==> src/sv/bira_pkg.sv <==
// bira_pkg: shared constants, opcode and status codes and the command record
// passed from the front end through the queue to the table engine
// depends on nothing
package bira_pkg;

    localparam int MAX_MEMBERS  = 16;
    localparam int BYTES_PER_ID = 64;
    localparam int IDX_W        = $clog2(MAX_MEMBERS);
    localparam int CNT_W        = $clog2(MAX_MEMBERS + 1);
    localparam int MSG_W        = 12;
    localparam int BOARD_W      = 32;
    localparam int SIZE_W       = 16;
    localparam int CEIL_W       = SIZE_W + 1;
    localparam int Q_DEPTH      = 2;
    localparam int QP_W         = $clog2(Q_DEPTH);
    localparam int QC_W         = $clog2(Q_DEPTH + 1);
    localparam logic [MSG_W-1:0] TOTAL_MAX = '1;
    localparam logic [MSG_W-1:0] TOP_RESET = MSG_W'(2048);

    typedef enum logic [2:0] {
        OPC_JOIN     = 3'd0,
        OPC_KICK     = 3'd1,
        OPC_HB_START = 3'd2,
        OPC_REPLY    = 3'd3,
        OPC_HB_END   = 3'd4
    } t_opcode;

    typedef enum logic [2:0] {
        ST_OK        = 3'd0,
        ST_EXISTS    = 3'd1,
        ST_NO_ROOM   = 3'd2,
        ST_NOT_FOUND = 3'd3,
        ST_KICKED    = 3'd4,
        ST_HEARD     = 3'd5
    } t_status;

    typedef struct packed {
        t_opcode            op;
        logic [BOARD_W-1:0] board;
        logic [MSG_W-1:0]   need;
    } t_cmd;

endpackage

==> src/sv/bira_front.sv <==
// bira_front: accepts input transfers, accumulates join log sizes and
// turns each meaningful item into a command for the queue
// depends on bira_pkg
module bira_front (
    input  logic                           i_clk,
    input  logic                           i_rst_n,
    input  logic                           start,
    output logic                           busy,
    input  logic [2:0]                     i_opcode,
    input  logic [bira_pkg::BOARD_W-1:0]   i_board_id,
    input  logic [bira_pkg::SIZE_W-1:0]    i_log_size,
    input  logic                           i_last_log,
    input  logic                           i_full,
    output logic                           o_push,
    output bira_pkg::t_cmd                 o_cmd
);
    import bira_pkg::*;

    logic                join_en;
    logic [MSG_W-1:0]    r_total;
    logic [MSG_W-1:0]    n_total;
    logic                accept;
    logic [CEIL_W-1:0]   ids;
    logic [CEIL_W:0]     sum;
    logic [MSG_W-1:0]    sat;

    assign busy   = i_full;
    assign accept = start & ~i_full;

    // ids for one log, rounded up, and the saturated running total
    always_comb begin
        ids = CEIL_W'((CEIL_W'(i_log_size) + CEIL_W'(BYTES_PER_ID - 1)) / BYTES_PER_ID);
        sum = (CEIL_W + 1)'(r_total) + (CEIL_W + 1)'(ids);
        sat = (sum > (CEIL_W + 1)'(TOTAL_MAX)) ? TOTAL_MAX : sum[MSG_W-1:0];
    end

    // classify the transfer into a command
    always_comb begin
        n_total      = r_total;
        o_push       = 1'b0;
        o_cmd.op     = OPC_JOIN;
        o_cmd.board  = i_board_id;
        o_cmd.need   = sat;
        join_en      = 1'b0;
        if (accept) begin
            unique case (i_opcode)
                OPC_JOIN: begin
                    join_en = 1'b1;
                    if (i_last_log) begin
                        o_push  = 1'b1;
                        n_total = '0;
                    end else begin
                        n_total = sat;
                    end
                end
                OPC_KICK: begin
                    o_push   = 1'b1;
                    o_cmd.op = OPC_KICK;
                end
                OPC_HB_START: begin
                    o_push   = 1'b1;
                    o_cmd.op = OPC_HB_START;
                end
                OPC_REPLY: begin
                    o_push   = 1'b1;
                    o_cmd.op = OPC_REPLY;
                end
                OPC_HB_END: begin
                    o_push   = 1'b1;
                    o_cmd.op = OPC_HB_END;
                end
                default: begin
                    o_push = 1'b0;
                end
            endcase
        end
    end

    // running join total
    always_ff @(posedge i_clk) begin
        if (!i_rst_n) begin
            r_total <= '0;
        end else if (join_en) begin
            r_total <= n_total;
        end
    end

endmodule

==> src/sv/bira_queue.sv <==
// bira_queue: short command queue between the front end and the table engine
// depends on bira_pkg
module bira_queue (
    input  logic           i_clk,
    input  logic           i_rst_n,
    input  logic           i_push,
    input  bira_pkg::t_cmd i_cmd,
    output logic           o_full,
    output logic           o_valid,
    output bira_pkg::t_cmd o_cmd,
    input  logic           i_pop
);
    import bira_pkg::*;

    t_cmd             r_mem [Q_DEPTH];
    logic [QP_W-1:0]  r_wr;
    logic [QP_W-1:0]  r_rd;
    logic [QC_W-1:0]  r_cnt;
    logic             do_push;
    logic             do_pop;

    assign o_full  = (r_cnt == QC_W'(Q_DEPTH));
    assign o_valid = (r_cnt != '0);
    assign o_cmd   = r_mem[r_rd];
    assign do_push = i_push & ~o_full;
    assign do_pop  = i_pop & o_valid;

    // pointers and fill level
    always_ff @(posedge i_clk) begin
        if (!i_rst_n) begin
            r_wr  <= '0;
            r_rd  <= '0;
            r_cnt <= '0;
        end else begin
            if (do_push) begin
                r_wr <= (r_wr == QP_W'(Q_DEPTH - 1)) ? '0 : r_wr + 1'b1;
            end
            if (do_pop) begin
                r_rd <= (r_rd == QP_W'(Q_DEPTH - 1)) ? '0 : r_rd + 1'b1;
            end
            if (do_push && !do_pop) begin
                r_cnt <= r_cnt + 1'b1;
            end else if (do_pop && !do_push) begin
                r_cnt <= r_cnt - 1'b1;
            end
        end
    end

    // command storage
    always_ff @(posedge i_clk) begin
        if (do_push) begin
            r_mem[r_wr] <= i_cmd;
        end
    end

endmodule

==> src/sv/bira_back.sv <==
// bira_back: member table engine; runs lookups, removals, heartbeat sweeps
// and the best-fit gap search, and drives the result registers
// depends on bira_pkg
module bira_back (
    input  logic                          i_clk,
    input  logic                          i_rst_n,
    input  logic [bira_pkg::MSG_W-1:0]    i_id_space_top,
    input  logic                          i_valid,
    input  bira_pkg::t_cmd                i_cmd,
    output logic                          o_pop,
    output logic                          o_strobe,
    output logic [2:0]                    o_status,
    output logic [bira_pkg::BOARD_W-1:0]  o_result_board,
    output logic [bira_pkg::MSG_W-1:0]    o_range_start,
    output logic [bira_pkg::MSG_W-1:0]    o_range_count,
    output logic                          o_last_result
);
    import bira_pkg::*;

    typedef enum logic [6:0] {
        S_IDLE   = 7'b0000001,
        S_FIND   = 7'b0000010,
        S_REMOVE = 7'b0000100,
        S_SWEEP  = 7'b0001000,
        S_LOAD   = 7'b0010000,
        S_SCAN   = 7'b0100000,
        S_PLACE  = 7'b1000000
    } t_state;

    // control
    t_state              r_state, n_state;
    t_state              r_ret, n_ret;
    logic [CNT_W-1:0]    r_count, n_count;
    logic [CNT_W-1:0]    r_idx, n_idx;
    logic [CNT_W-1:0]    r_j, n_j;
    logic [MAX_MEMBERS-1:0] r_heard, n_heard;
    logic                r_found, n_found;
    logic                r_pend_v, n_pend_v;
    logic                r_strobe, n_strobe;

    // payload
    t_cmd                r_cmd, n_cmd;
    logic [BOARD_W-1:0]  r_mid   [MAX_MEMBERS];
    logic [MSG_W-1:0]    r_mstart [MAX_MEMBERS];
    logic [MSG_W-1:0]    r_mend  [MAX_MEMBERS];
    logic [MSG_W-1:0]    r_si, n_si;
    logic [MSG_W-1:0]    r_ei, n_ei;
    logic [MSG_W-1:0]    r_prev, n_prev;
    logic [MSG_W-1:0]    r_emax, n_emax;
    logic [MSG_W-1:0]    r_best, n_best;
    logic [MSG_W-1:0]    r_bstart, n_bstart;
    logic [BOARD_W-1:0]  r_pend_id, n_pend_id;
    t_status             r_status, n_status;
    logic [BOARD_W-1:0]  r_board, n_board;
    logic [MSG_W-1:0]    r_start, n_start;
    logic [MSG_W-1:0]    r_rcount, n_rcount;
    logic                r_last, n_last;

    // table write port
    logic                w_en;
    logic [IDX_W-1:0]    w_addr;
    logic [BOARD_W-1:0]  w_id;
    logic [MSG_W-1:0]    w_start;
    logic [MSG_W-1:0]    w_end;

    // table read port
    logic [IDX_W-1:0]    rd_idx;
    logic [BOARD_W-1:0]  rd_id;
    logic [MSG_W-1:0]    rd_start;
    logic [MSG_W-1:0]    rd_end;
    logic                rd_heard;
    logic                before_j;
    logic [MSG_W-1:0]    room;

    assign o_pop          = (r_state == S_IDLE) & i_valid;
    assign o_strobe       = r_strobe;
    assign o_status       = r_status;
    assign o_result_board = r_board;
    assign o_range_start  = r_start;
    assign o_range_count  = r_rcount;
    assign o_last_result  = r_last;

    // one read address per cycle, chosen by the state
    always_comb begin
        unique case (r_state)
            S_REMOVE: rd_idx = IDX_W'(r_count - 1'b1);
            S_SCAN:   rd_idx = r_j[IDX_W-1:0];
            default:  rd_idx = r_idx[IDX_W-1:0];
        endcase
        rd_id    = r_mid[rd_idx];
        rd_start = r_mstart[rd_idx];
        rd_end   = r_mend[rd_idx];
        rd_heard = r_heard[rd_idx];
        // entry j sorts ahead of entry i: by start, then end, then slot
        before_j = (rd_start < r_si) ||
                   ((rd_start == r_si) &&
                    ((rd_end < r_ei) || ((rd_end == r_ei) && (r_j < r_idx))));
    end

    // sequencer
    always_comb begin
        n_state   = r_state;
        n_ret     = r_ret;
        n_count   = r_count;
        n_idx     = r_idx;
        n_j       = r_j;
        n_heard   = r_heard;
        n_found   = r_found;
        n_pend_v  = r_pend_v;
        n_strobe  = 1'b0;
        n_cmd     = r_cmd;
        n_si      = r_si;
        n_ei      = r_ei;
        n_prev    = r_prev;
        n_emax    = r_emax;
        n_best    = r_best;
        n_bstart  = r_bstart;
        n_pend_id = r_pend_id;
        n_status  = r_status;
        n_board   = r_board;
        n_start   = '0;
        n_rcount  = '0;
        n_last    = 1'b1;
        w_en      = 1'b0;
        w_addr    = r_idx[IDX_W-1:0];
        w_id      = rd_id;
        w_start   = rd_start;
        w_end     = rd_end;
        room      = '0;

        unique case (r_state)
            S_IDLE: begin
                if (i_valid) begin
                    n_cmd = i_cmd;
                    n_idx = '0;
                    unique case (i_cmd.op)
                        OPC_HB_START: n_heard = '0;
                        OPC_HB_END: begin
                            n_pend_v = 1'b0;
                            n_state  = S_SWEEP;
                        end
                        default: n_state = S_FIND;
                    endcase
                end
            end

            // linear lookup of the command's board
            S_FIND: begin
                n_board = r_cmd.board;
                if (r_idx == r_count) begin
                    if (r_cmd.op == OPC_JOIN) begin
                        if (r_count == CNT_W'(MAX_MEMBERS)) begin
                            n_strobe = 1'b1;
                            n_status = ST_NO_ROOM;
                            n_state  = S_IDLE;
                        end else begin
                            n_idx   = '0;
                            n_emax  = '0;
                            n_found = 1'b0;
                            n_state = S_LOAD;
                        end
                    end else begin
                        n_strobe = 1'b1;
                        n_status = ST_NOT_FOUND;
                        n_state  = S_IDLE;
                    end
                end else if (rd_id == r_cmd.board) begin
                    n_strobe = 1'b1;
                    n_ret    = S_IDLE;
                    unique case (r_cmd.op)
                        OPC_JOIN: begin
                            n_status = ST_EXISTS;
                            n_state  = S_IDLE;
                        end
                        OPC_REPLY: begin
                            if (rd_heard) begin
                                n_status = ST_KICKED;
                                n_state  = S_REMOVE;
                            end else begin
                                n_heard[rd_idx] = 1'b1;
                                n_status        = ST_HEARD;
                                n_state         = S_IDLE;
                            end
                        end
                        default: begin
                            n_status = ST_KICKED;
                            n_state  = S_REMOVE;
                        end
                    endcase
                end else begin
                    n_idx = r_idx + 1'b1;
                end
            end

            // last entry moves into the freed slot
            S_REMOVE: begin
                w_en            = 1'b1;
                n_heard[w_addr] = rd_heard;
                n_count         = r_count - 1'b1;
                n_state         = r_ret;
            end

            // heartbeat end: drop silent boards, report one behind
            S_SWEEP: begin
                if (r_idx == r_count) begin
                    if (r_pend_v) begin
                        n_strobe = 1'b1;
                        n_status = ST_KICKED;
                        n_board  = r_pend_id;
                    end
                    n_pend_v = 1'b0;
                    n_state  = S_IDLE;
                end else if (!rd_heard) begin
                    if (r_pend_v) begin
                        n_strobe = 1'b1;
                        n_status = ST_KICKED;
                        n_board  = r_pend_id;
                        n_last   = 1'b0;
                    end
                    n_pend_v  = 1'b1;
                    n_pend_id = rd_id;
                    n_ret     = S_SWEEP;
                    n_state   = S_REMOVE;
                end else begin
                    n_idx = r_idx + 1'b1;
                end
            end

            // fetch entry i, or judge the gap above the highest end
            S_LOAD: begin
                if (r_idx == r_count) begin
                    if (i_id_space_top >= r_emax) begin
                        room = i_id_space_top - r_emax;
                        if (room >= r_cmd.need && (!r_found || room < r_best)) begin
                            n_found  = 1'b1;
                            n_bstart = r_emax;
                        end
                    end
                    n_state = S_PLACE;
                end else begin
                    n_si    = rd_start;
                    n_ei    = rd_end;
                    n_emax  = (rd_end > r_emax) ? rd_end : r_emax;
                    n_prev  = '0;
                    n_j     = '0;
                    n_state = S_SCAN;
                end
            end

            // highest end among entries sorted ahead of i, then judge gap;
            // equal gaps go to the lower address
            S_SCAN: begin
                if (r_j == r_count) begin
                    if (r_si >= r_prev && r_si <= i_id_space_top) begin
                        room = r_si - r_prev;
                        if (room >= r_cmd.need &&
                            (!r_found || room < r_best ||
                             (room == r_best && r_prev < r_bstart))) begin
                            n_found  = 1'b1;
                            n_best   = room;
                            n_bstart = r_prev;
                        end
                    end
                    n_idx   = r_idx + 1'b1;
                    n_state = S_LOAD;
                end else begin
                    if (before_j && rd_end > r_prev) begin
                        n_prev = rd_end;
                    end
                    n_j = r_j + 1'b1;
                end
            end

            // append the new member or refuse
            S_PLACE: begin
                n_strobe = 1'b1;
                n_board  = r_cmd.board;
                if (r_found) begin
                    w_en                  = 1'b1;
                    w_addr                = r_count[IDX_W-1:0];
                    w_id                  = r_cmd.board;
                    w_start               = r_bstart;
                    w_end                 = r_bstart + r_cmd.need;
                    n_heard[w_addr]       = 1'b0;
                    n_count               = r_count + 1'b1;
                    n_status              = ST_OK;
                    n_start               = r_bstart;
                    n_rcount              = r_cmd.need;
                end else begin
                    n_status = ST_NO_ROOM;
                end
                n_state = S_IDLE;
            end

            default: n_state = S_IDLE;
        endcase
    end

    // control registers
    always_ff @(posedge i_clk) begin
        if (!i_rst_n) begin
            r_state  <= S_IDLE;
            r_ret    <= S_IDLE;
            r_count  <= '0;
            r_idx    <= '0;
            r_j      <= '0;
            r_heard  <= '0;
            r_found  <= 1'b0;
            r_pend_v <= 1'b0;
            r_strobe <= 1'b0;
        end else begin
            r_state  <= n_state;
            r_ret    <= n_ret;
            r_count  <= n_count;
            r_idx    <= n_idx;
            r_j      <= n_j;
            r_heard  <= n_heard;
            r_found  <= n_found;
            r_pend_v <= n_pend_v;
            r_strobe <= n_strobe;
        end
    end

    // payload registers and member table
    always_ff @(posedge i_clk) begin
        r_cmd     <= n_cmd;
        r_si      <= n_si;
        r_ei      <= n_ei;
        r_prev    <= n_prev;
        r_emax    <= n_emax;
        r_best    <= n_best;
        r_bstart  <= n_bstart;
        r_pend_id <= n_pend_id;
        r_status  <= n_status;
        r_board   <= n_board;
        r_start   <= n_start;
        r_rcount  <= n_rcount;
        r_last    <= n_last;
        if (w_en) begin
            r_mid[w_addr]    <= w_id;
            r_mstart[w_addr] <= w_start;
            r_mend[w_addr]   <= w_end;
        end
    end

endmodule

==> src/sv/bus_id_range_allocator.sv <==
// Bus message ID allocator. Items are taken whenever busy is low into a
// two-entry command queue, so start may be pulsed every cycle until the queue
// fills. The table engine then works one command at a time over a member
// table of n boards, one entry read per cycle. A kick or reply runs a linear
// lookup and may remove the board; a heartbeat end sweeps the table and drops
// silent boards; a heartbeat start clears the heard flags; a join end runs a
// lookup and then a best-fit search over all pairs of entries. Results appear
// on o_strobe for one cycle each and cannot be held off by the receiver.
// depends on bira_pkg, bira_front, bira_queue, bira_back
module bus_id_range_allocator (
    input  logic                          i_clk,
    input  logic                          i_rst_n,
    input  logic                          start,
    output logic                          busy,
    input  logic [2:0]                    i_opcode,
    input  logic [bira_pkg::BOARD_W-1:0]  i_board_id,
    input  logic [bira_pkg::SIZE_W-1:0]   i_log_size,
    input  logic                          i_last_log,
    input  logic                          i_cfg_valid,
    output logic                          o_cfg_ready,
    input  logic [bira_pkg::MSG_W-1:0]    i_cfg_data,
    output logic                          o_strobe,
    output logic [2:0]                    o_status,
    output logic [bira_pkg::BOARD_W-1:0]  o_result_board,
    output logic [bira_pkg::MSG_W-1:0]    o_range_start,
    output logic [bira_pkg::MSG_W-1:0]    o_range_count,
    output logic                          o_last_result
);
    import bira_pkg::*;

    logic [MSG_W-1:0] r_id_space_top;
    logic             q_full;
    logic             q_push;
    logic             q_valid;
    logic             q_pop;
    t_cmd             f_cmd;
    t_cmd             q_cmd;

    // configuration transfer, always ready
    assign o_cfg_ready = 1'b1;

    always_ff @(posedge i_clk) begin
        if (!i_rst_n) begin
            r_id_space_top <= TOP_RESET;
        end else if (i_cfg_valid) begin
            r_id_space_top <= i_cfg_data;
        end
    end

    // front end
    bira_front u_front (
        .i_clk      (i_clk),
        .i_rst_n    (i_rst_n),
        .start      (start),
        .busy       (busy),
        .i_opcode   (i_opcode),
        .i_board_id (i_board_id),
        .i_log_size (i_log_size),
        .i_last_log (i_last_log),
        .i_full     (q_full),
        .o_push     (q_push),
        .o_cmd      (f_cmd)
    );

    // command queue
    bira_queue u_queue (
        .i_clk   (i_clk),
        .i_rst_n (i_rst_n),
        .i_push  (q_push),
        .i_cmd   (f_cmd),
        .o_full  (q_full),
        .o_valid (q_valid),
        .o_cmd   (q_cmd),
        .i_pop   (q_pop)
    );

    // table engine
    bira_back u_back (
        .i_clk          (i_clk),
        .i_rst_n        (i_rst_n),
        .i_id_space_top (r_id_space_top),
        .i_valid        (q_valid),
        .i_cmd          (q_cmd),
        .o_pop          (q_pop),
        .o_strobe       (o_strobe),
        .o_status       (o_status),
        .o_result_board (o_result_board),
        .o_range_start  (o_range_start),
        .o_range_count  (o_range_count),
        .o_last_result  (o_last_result)
    );

endmodule
==> config.mk <==
export PLATFORM = sky130hd
export DESIGN_NAME = bus_id_range_allocator
export DESIGN_NICKNAME = d
export VERILOG_FILES = /design/src/sv/bira_pkg.sv /design/src/sv/bira_front.sv /design/src/sv/bira_queue.sv /design/src/sv/bira_back.sv /design/src/sv/bus_id_range_allocator.sv
export SDC_FILE = /design/constraint.sdc
export NUM_CORES = 2
export LEC_CHECK = 0
export BUFFER_PORTS_ARGS = -buffer_cell sky130_fd_sc_hd__buf_2
export CORE_ASPECT_RATIO = 0.6
export CORE_MARGIN = 1.5
export CORE_UTILIZATION = 60
export CTS_CLUSTER_DIAMETER = 60
export DETAILED_ROUTE_END_ITERATION = 12
export PLACE_DENSITY = 0.77
export SYNTH_ARGS = -nofsm -noshare
export SYNTH_HDL_FRONTEND = slang
export SYNTH_SLANG_ARGS = --single-unit
export TNS_END_PERCENT = 50
==> constraint.sdc <==
create_clock -name i_clk -period 13.2 [get_ports i_clk]
set_clock_uncertainty 0.1 [all_clocks]
set_input_delay 3.3 -clock i_clk [delete_from_list [all_inputs] [get_ports i_clk]]
set_output_delay 3.3 -clock i_clk [all_outputs]
set_load 0.01 [all_outputs]
# --- Word level (Yosys, flattened, before mapping) ---
# Memory sizes are Yosys's and may differ from the RTL's. A register that Yosys moved wholly into a read port is not among the register bits.
# Cells that the tools add are included.
op_classes:
  muxes: 135
  n_eq_ne: 53
  bitwise_logic: 11
  reduce_logical: 56
  n_addsub: 13
  magnitude_cmp: 20
ops:
  columns: ["op", "n"]
  rows:
  - ["$mux W12", 20]
  - ["$mux W32", 5]
  - ["$mux W16", 7]
  - ["$mux W7", 11]
  - ["$pmux W12 S2", 3]
  - ["$mux W5", 13]
  - ["$pmux W16 S4", 1]
  - ["$pmux W32 S2", 1]
  - ["$lt A12 B12 Y1", 5]
  - ["$ge A12 B12 Y1", 4]
  - ["$pmux W7 S2", 3]
  - ["$pmux W7 S6", 1]
  - ["$mux W1", 39]
  - ["$eq A12 B12 Y1", 3]
  - ["$eq A32 B32 Y1", 1]
  - ["$ne A2 B1 Y1 const B", 15]
  - ["$mux W3", 9]
  - ["$gt A12 B12 Y1", 2]
  - ["$sub A12 B12 Y12", 2]
  - ["$ne A2 B2 Y1 const B", 10]
  - ["$pmux W5 S2", 2]
  - ["$pmux W5 S4", 1]
  - ["$add A12 B17 Y18", 1]
  - ["$gt A18 B12 Y1 const B", 1]
  - ["62 further kinds", 128]
word_totals:
  regBits: 287
  ram_bits: 990
  output_inout_bits: 63
  elab_cells: 321
  mem_count: 4
  inputBits: 68
memory_table:
  columns: ["memory", "words", "word_bits", "rd", "rd_clocked_by_memory_dff", "write_ports", "line", "rtl"]
  rows:
  - ["u_back.r_mid", 16, 32, 1, 0, 1, "bira_back.sv:43", "logic [BOARD_W-1:0] r_mid [MAX_MEMBERS];"]
  - ["u_back.r_mend", 16, 12, 1, 0, 1, "bira_back.sv:45", "logic [MSG_W-1:0] r_mend [MAX_MEMBERS];"]
  - ["u_back.r_mstart", 16, 12, 1, 0, 1, "bira_back.sv:44", "logic [MSG_W-1:0] r_mstart [MAX_MEMBERS];"]
  - ["u_queue.r_mem", 2, 47, 1, 1, 1, "bira_queue.sv:15", "t_cmd r_mem [Q_DEPTH];"]

# --- Logic depth before layout (Yosys ltp) ---
depth:
  depth_word: 12
  mapped_depth: 27
  mapped_depth_nobuf: 23

# --- By module ---
# A second synthesis with hierarchy kept.
unflattened:
  cells_unflattened: 4366
  area_unflattened_um2: 56067.5
by_module_without_submodules:
  columns: ["module", "area_each_um2", "seq_area_each_um2", "cells_per_inst", "n_inst"]
  rows:
  - ["bira_back", 50474.7, 33852.5, 3970, 1]
  - ["bira_queue", 3632.2, 2922.8, 171, 1]
  - ["bira_front", 1501.4, 240.2, 185, 1]
  - ["bus_id_range_allocator", 459.2, 240.2, 40, 1]

# --- Worst setup path after synthesis ---
# No wires, ideal clock.
synth_timing:
  kind: "flip-flop to flip-flop"
  start: "register u_back.r_state[5]"
  end: "register u_back.r_prev[0], enable pin"
  stages_incl_launch_ff: 27
  t_arrival_ps: 6011
  setup_slack_ps: 6691
  period_less_slack_ps: 6509
  n_path_buf: 7
  t_required_ps: 12702
  setup_ps: 398
  cell_sequence: "dfxtp_1 -> nor4b_4 -> o21ai_4 -> a22oi_2 -> buf_6 -> buf_6 -> buf_6 -> buf_2 -> buf_2 -> clkbuf_1 -> clkbuf_1 -> nand2_1 -> nand3_1 -> a21oi_1 -> or4_1 -> inv_1 -> ha_1 -> a21o_1 -> a221o_1 -> a21o_1 -> a21oi_1 -> nor2b_1 -> o21ai_0 -> a21oi_1 -> nor4_1 -> a21oi_1 -> o21ai_0"
synth_via:
  elab_chain_len: 11
  elab_cells_between_ends: 21
  classes_between: "order compare (3); eq/ne (8); mux (1); reduce/logical (7); memory (2)"
synth_rtl:
  columns: ["item", "line", "rtl"]
  rows:
  - ["start, declared", "bira_back.sv:31", "t_state r_state, n_state;"]
  - ["start signal, assigned", "bira_back.sv:312", "r_state <= n_state;"]
  - ["$eq A7 B6 Y1 / $eq A7 B3 Y1 (equally long branches)", "bira_back.sv:85", "unique case (r_state)"]
  - ["$pmux W4 S2 (*)", "bira_back.sv:85", null]
  - ["$mem_v2 Z16 W12 (*)", null, null]
  - ["via u_back.rd_end[6]", "bira_back.sv:70", "logic [MSG_W-1:0] rd_end;"]
  - ["branches (longest 5 deep; another with $lt A12 B12 Y1)", null, null]
  - ["$logic_and A1 B1 Y1 (*)", "bira_back.sv:267", "if (before_j && rd_end > r_prev) begin"]
  - ["$ne A2 B1 Y1 (no line) (*)", null, null]
  - ["$reduce_and A4 Y1 (no line) (*)", null, null]
  - ["end signal, assigned", "bira_back.sv:329", "r_prev <= n_prev;"]
  - ["end, declared", "bira_back.sv:48", "logic [MSG_W-1:0] r_prev, n_prev;"]
# Mark *: on every way through the listed nets, which the timed path passes.
# A chain may end at the register's enable or synchronous reset.

# --- Final worst setup path ---
layout_timing:
  start: "register u_back.r_state[0]"
  end: "register u_back.r_prev[9], enable pin"
# The elaborated chain is that of the path after synthesis.

==> impl_table.tex <==
\begin{tabular}{lr}
\hline
Metric & Value \\
\hline
\multicolumn{2}{l}{\textbf{Clock tree}} \\
Number of clock buffers inserted by TritonCTS & 107 \\
Cts-stage hold buffer count & 0 \\
Number of clock sinks & 1273 \\
Gates resized, CTS repair & 0 \\
CTS HTree Levels & 3 \\
Clock buffer depth & 3 \\
Reg clk slew, reported paths & 70 ps \\
Clock latency on the worst-skew pair & 740 ps \\
CTS tree & done \\
Buffer count from post-CTS setup fixing & 0 \\
Cell at the root of the clock tree & clkbuf\_16 \\
\multicolumn{2}{l}{\textbf{Detailed routing}} \\
Number of DRC markers after the initial detailed-route iteration & 5389 \\
DR vias/cell & 6.37 \\
Wire length on met3 & 17.1 mm \\
Vias after detailed routing & 36700 \\
Length of the first detailed-routing pass in iterations & 6 \\
Top layer in use & met5 \\
Post-Route WL & 148 mm \\
Met1 wire length & 60.9 mm \\
Remaining DRCs & 0 \\
Final ANT Viol Nets & 0 \\
Total length of routed met2 wires & 64.1 mm \\
Final routed wire length divided by cell count & 25.7 um \\
\multicolumn{2}{l}{\textbf{Global route}} \\
Maximum number of pins on one net before global-route repair & 181 \\
Overflow left after global routing & 0 \\
Number of global-route vias before repair & 34400 \\
Wire length of the first global-routing pass & 218 mm \\
Overall routing resource usage & 30.8\% \\
Initial antenna violation count & 3 \\
\multicolumn{2}{l}{\textbf{Power}} \\
Power density over cell area & 140 nW/um\^{}2 \\
Worst supply voltage drop on vdd & 0.119 mV \\
Leak pwr & 22.7 nW \\
\multicolumn{2}{l}{\textbf{Synthesis}} \\
Cells after Synth & 4356 \\
Synthesized flop and latch total & 1273 \\
Synthesized-area fraction occupied by adder cells & 4.15\% \\
Ys async rst share & 0\% \\
Library cell with the highest instance count after synthesis & edfxtp\_1 \\
Synthesized-area fraction occupied by ao, oa, aoi and oai cells & 8.71\% \\
Xor and xnor fraction of the mapped netlist area & 1.49\% \\
Fraction of the yosys area taken by sequential cells & 66.6\% \\
Share of synthesized area spent on multiplexers & 4.38\% \\
Most instantiated flip-flop cell in the synthesis netlist & edfxtp\_1 \\
Synth top area cells & edfxtp\_1, nand2\_1, ha\_1, dfxtp\_1, mux2i\_1 \\
Area share of the largest cell type after synthesis & 63.2\% \\
Area leader, netlist & edfxtp\_1 \\
Synthesized area & 55900 sq um \\
Simple-gate area share of the yosys netlist & 11.5\% \\
Count of warnings emitted by yosys & 0 \\
Largest family of logic cells by synthesized area & simple AND/OR/NAND/NOR gates \\
Number of synthesized flops with an enable pin & 1176 \\
Netlist cell types & 86 \\
Syn Nets & 4607 \\
Average instance area after synthesis & 12.8 sq um \\
Top cells by instance count after synthesis & edfxtp\_1, nand2\_1, nand3\_1, a21oi\_1, nor2\_1 \\
\multicolumn{2}{l}{\textbf{Worst setup path}} \\
Count of cells along the worst register-to-register path & 17 \\
Type of origin of the critical path & register \\
Type of element capturing the critical path & register \\
Critical Path RT & 13520 ps \\
Worst reg2reg path startpoint & u\_back.r\_state[0] \\
Startpoint-to-endpoint class of the critical path & register to register \\
Worst-case register-to-register setup slack & 5900 ps \\
Crit Path Max Fanout & 41 \\
Reg2reg end & u\_back.r\_prev[9] \\
Capture point of the worst path & u\_back.r\_prev[9] \\
Arr. time, crit path & 7620 ps \\
Startpoint of the worst setup timing path & u\_back.r\_state[0] \\
\multicolumn{2}{l}{\textbf{Floorplan}} \\
Effective utilization at floorplan & 60.8\% \\
Core footprint & 92000 sq um \\
Die Width & 397 um \\
Area enclosed by the die boundary & 95100 sq um \\
Standard-cell row count & 86 \\
I/O pin count & 131 \\
Vertical extent of the die & 239 um \\
\multicolumn{2}{l}{\textbf{Layout}} \\
Layout Cell Area excl Fill & 61200 sq um \\
Share of cells above drive strength 1 & 11.6\% \\
NumNets Final & 4688 \\
Antenna fix cells & 0 \\
Final core utilization & 66.5\% \\
Relative area change from synthesis to final layout & 9.50\% \\
Number of standard cells in the final layout excluding fillers & 5758 \\
\multicolumn{2}{l}{\textbf{Timing}} \\
Final worst-path cycle share & 55.3\% \\
Post-layout minimum cycle time & 7300 ps \\
Fmax achieved & 137 MHz \\
Setup total negative slack & 0 ps \\
Number of slew-limit violations in the final report & 0 \\
Unrepaired setup endpoints after global routing & no \\
Total setup violations reported at the end of the flow & 0 \\
Slew headroom & 5.88\% \\
Number of endpoints with negative hold slack in the final report & 0 \\
Slew @ Worst Pin & 1410 ps \\
\multicolumn{2}{l}{\textbf{Placement}} \\
Standard cell area after detailed placement & 57800 sq um \\
Count of buffers from port buffering & 129 \\
Routability Congestion & 0.931 \\
Post-DP HPWL & 87.4 mm \\
Placed instance count & 5560 \\
\multicolumn{2}{l}{\textbf{Outcome}} \\
Status & complete, no violations \\
\multicolumn{2}{l}{\textbf{Job}} \\
Total of max-cap violations & 0 \\
\multicolumn{2}{l}{\textbf{Worst hold path}} \\
Min-Delay Path Class & register to register \\
Hold Path Origin & u\_back.r\_pend\_v \\
\hline
\end{tabular}
cell families (layout without fill, tap and decap cells):
| family | count (synthesis) | after routing |
|---|---|---|
| compound gates | 722 | 722 |
| xor+xnor | 95 | 95 |
| fa+ha+maj | 183 | 183 |
| buf+inv | 395 | 565 |
| flops | 1273 | 1273 |
| mux | 235 | 235 |
| other cells | 1 | 1 |
| simple gates | 1452 | 1452 |
report_power, final:
part           internal, mW  switching (mW)
registers              4.53           0.137
logic                 0.270           0.462
clock network          1.69            1.46
total                  6.49            2.06
cell type report:
class	instances	area, sq um
fill	6378	30800
multi-input combinational	2688	17100
tap	1232	1540
clock buffer	129	2790
timing repair buffer	208	1280
clock inverter	69	642
sequential	1273	37300
inverter	159	597
state kept, by name (all words and copies together), names as in the netlist, 7 cells and up, named ones only:
register / cells
u_back.r_mstart: 192
u_back.r_mend: 192
u_back.o_result_board: 32
u_back.r_mid: 512
u_back.r_si: 12
u_back.o_range_start: 12
u_back.r_emax: 12
u_back.o_range_count: 12
u_back.r_cmd: 47
u_back.r_ei: 12
u_back.r_pend_id: 32
u_back.r_best: 12
u_back.r_state: 7
u_queue.r_mem: 94
u_back.r_prev: 12
u_front.r_total: 12
r_id_space_top: 12
u_back.r_heard: 16
u_back.r_bstart: 12
cells in the final DEF (no fill, tap or decap), types with 16 or more instances in the layout:
| cell type | count |
|---|---|
| clkbuf_16 | 108 |
| a211oi_1 | 49 |
| nor3_1 | 20 |
| ha_1 | 179 |
| inv_1 | 156 |
| a22oi_1 | 20 |
| buf_2 | 129 |
| dfxtp_1 | 96 |
| nor2b_1 | 44 |
| nand4_1 | 35 |
| o21ai_0 | 92 |
| a21oi_1 | 232 |
| nand2b_1 | 19 |
| mux2i_1 | 156 |
| edfxtp_1 | 1176 |
| a31oi_1 | 39 |
| a32oi_1 | 33 |
| nor2_4 | 21 |
| o221a_2 | 20 |
| clkinv_1 | 28 |
| o22ai_1 | 38 |
| mux2_2 | 79 |
| xnor2_1 | 54 |
| and3_1 | 32 |
| a21o_1 | 71 |
| nor2_1 | 168 |
| xor2_1 | 41 |
| clkinv_2 | 21 |
| nand3_1 | 251 |
| buf_4 | 76 |
| clkbuf_1 | 20 |
| a21boi_0 | 16 |
| nand2_1 | 790 |
metal layers:
layer  up-vias  track usage [%]
met5         -                0
li1      16200                -
met4         4             11.8
met2      2227             44.6
met1     17900             46.1
met3       314             6.27
critical path, stage by stage, from the launching register on:
cell	delay, ps
dfxtp_1	360
or3_1	780
nor2_1	510
a21oi_1	320
nand2_2	460
buf_4	640
a21oi_1	90
or4_1	760
inv_1	260
ha_1	160
and3_1	140
nand4_1	170
a2111oi_0	790
a21oi_1	150
nor4_1	330
a21oi_1	80
o21ai_0	430
buf_4	310
how the worst min path moves through the flow:
stage,end,cells after the start
floorplan,u_back.o_last_result,1
global placement,u_back.o_last_result,1
detailed placement,u_back.o_last_result,1
CTS,u_back.o_last_result,1
global route,u_back.o_last_result,1
finish,u_back.o_last_result,1
metrics by stage:
| stage | setup WS (ps) | total power [mW] | hold WS (ps) |
|---|---|---|---|
| 3_3_place_gp | 6160 | 5.44 | 300 |
| 6_report | 5900 | 8.55 | 316 |
| 3_5_place_dp | 6110 | 5.47 | 295 |
| 5_1_grt | 5730 | 8.78 | 331 |
| 4_1_cts | 6150 | 8.55 | 317 |
| 2_1_floorplan | 6690 | 5.18 | 271 |
(Power assumes the default switching activity.)
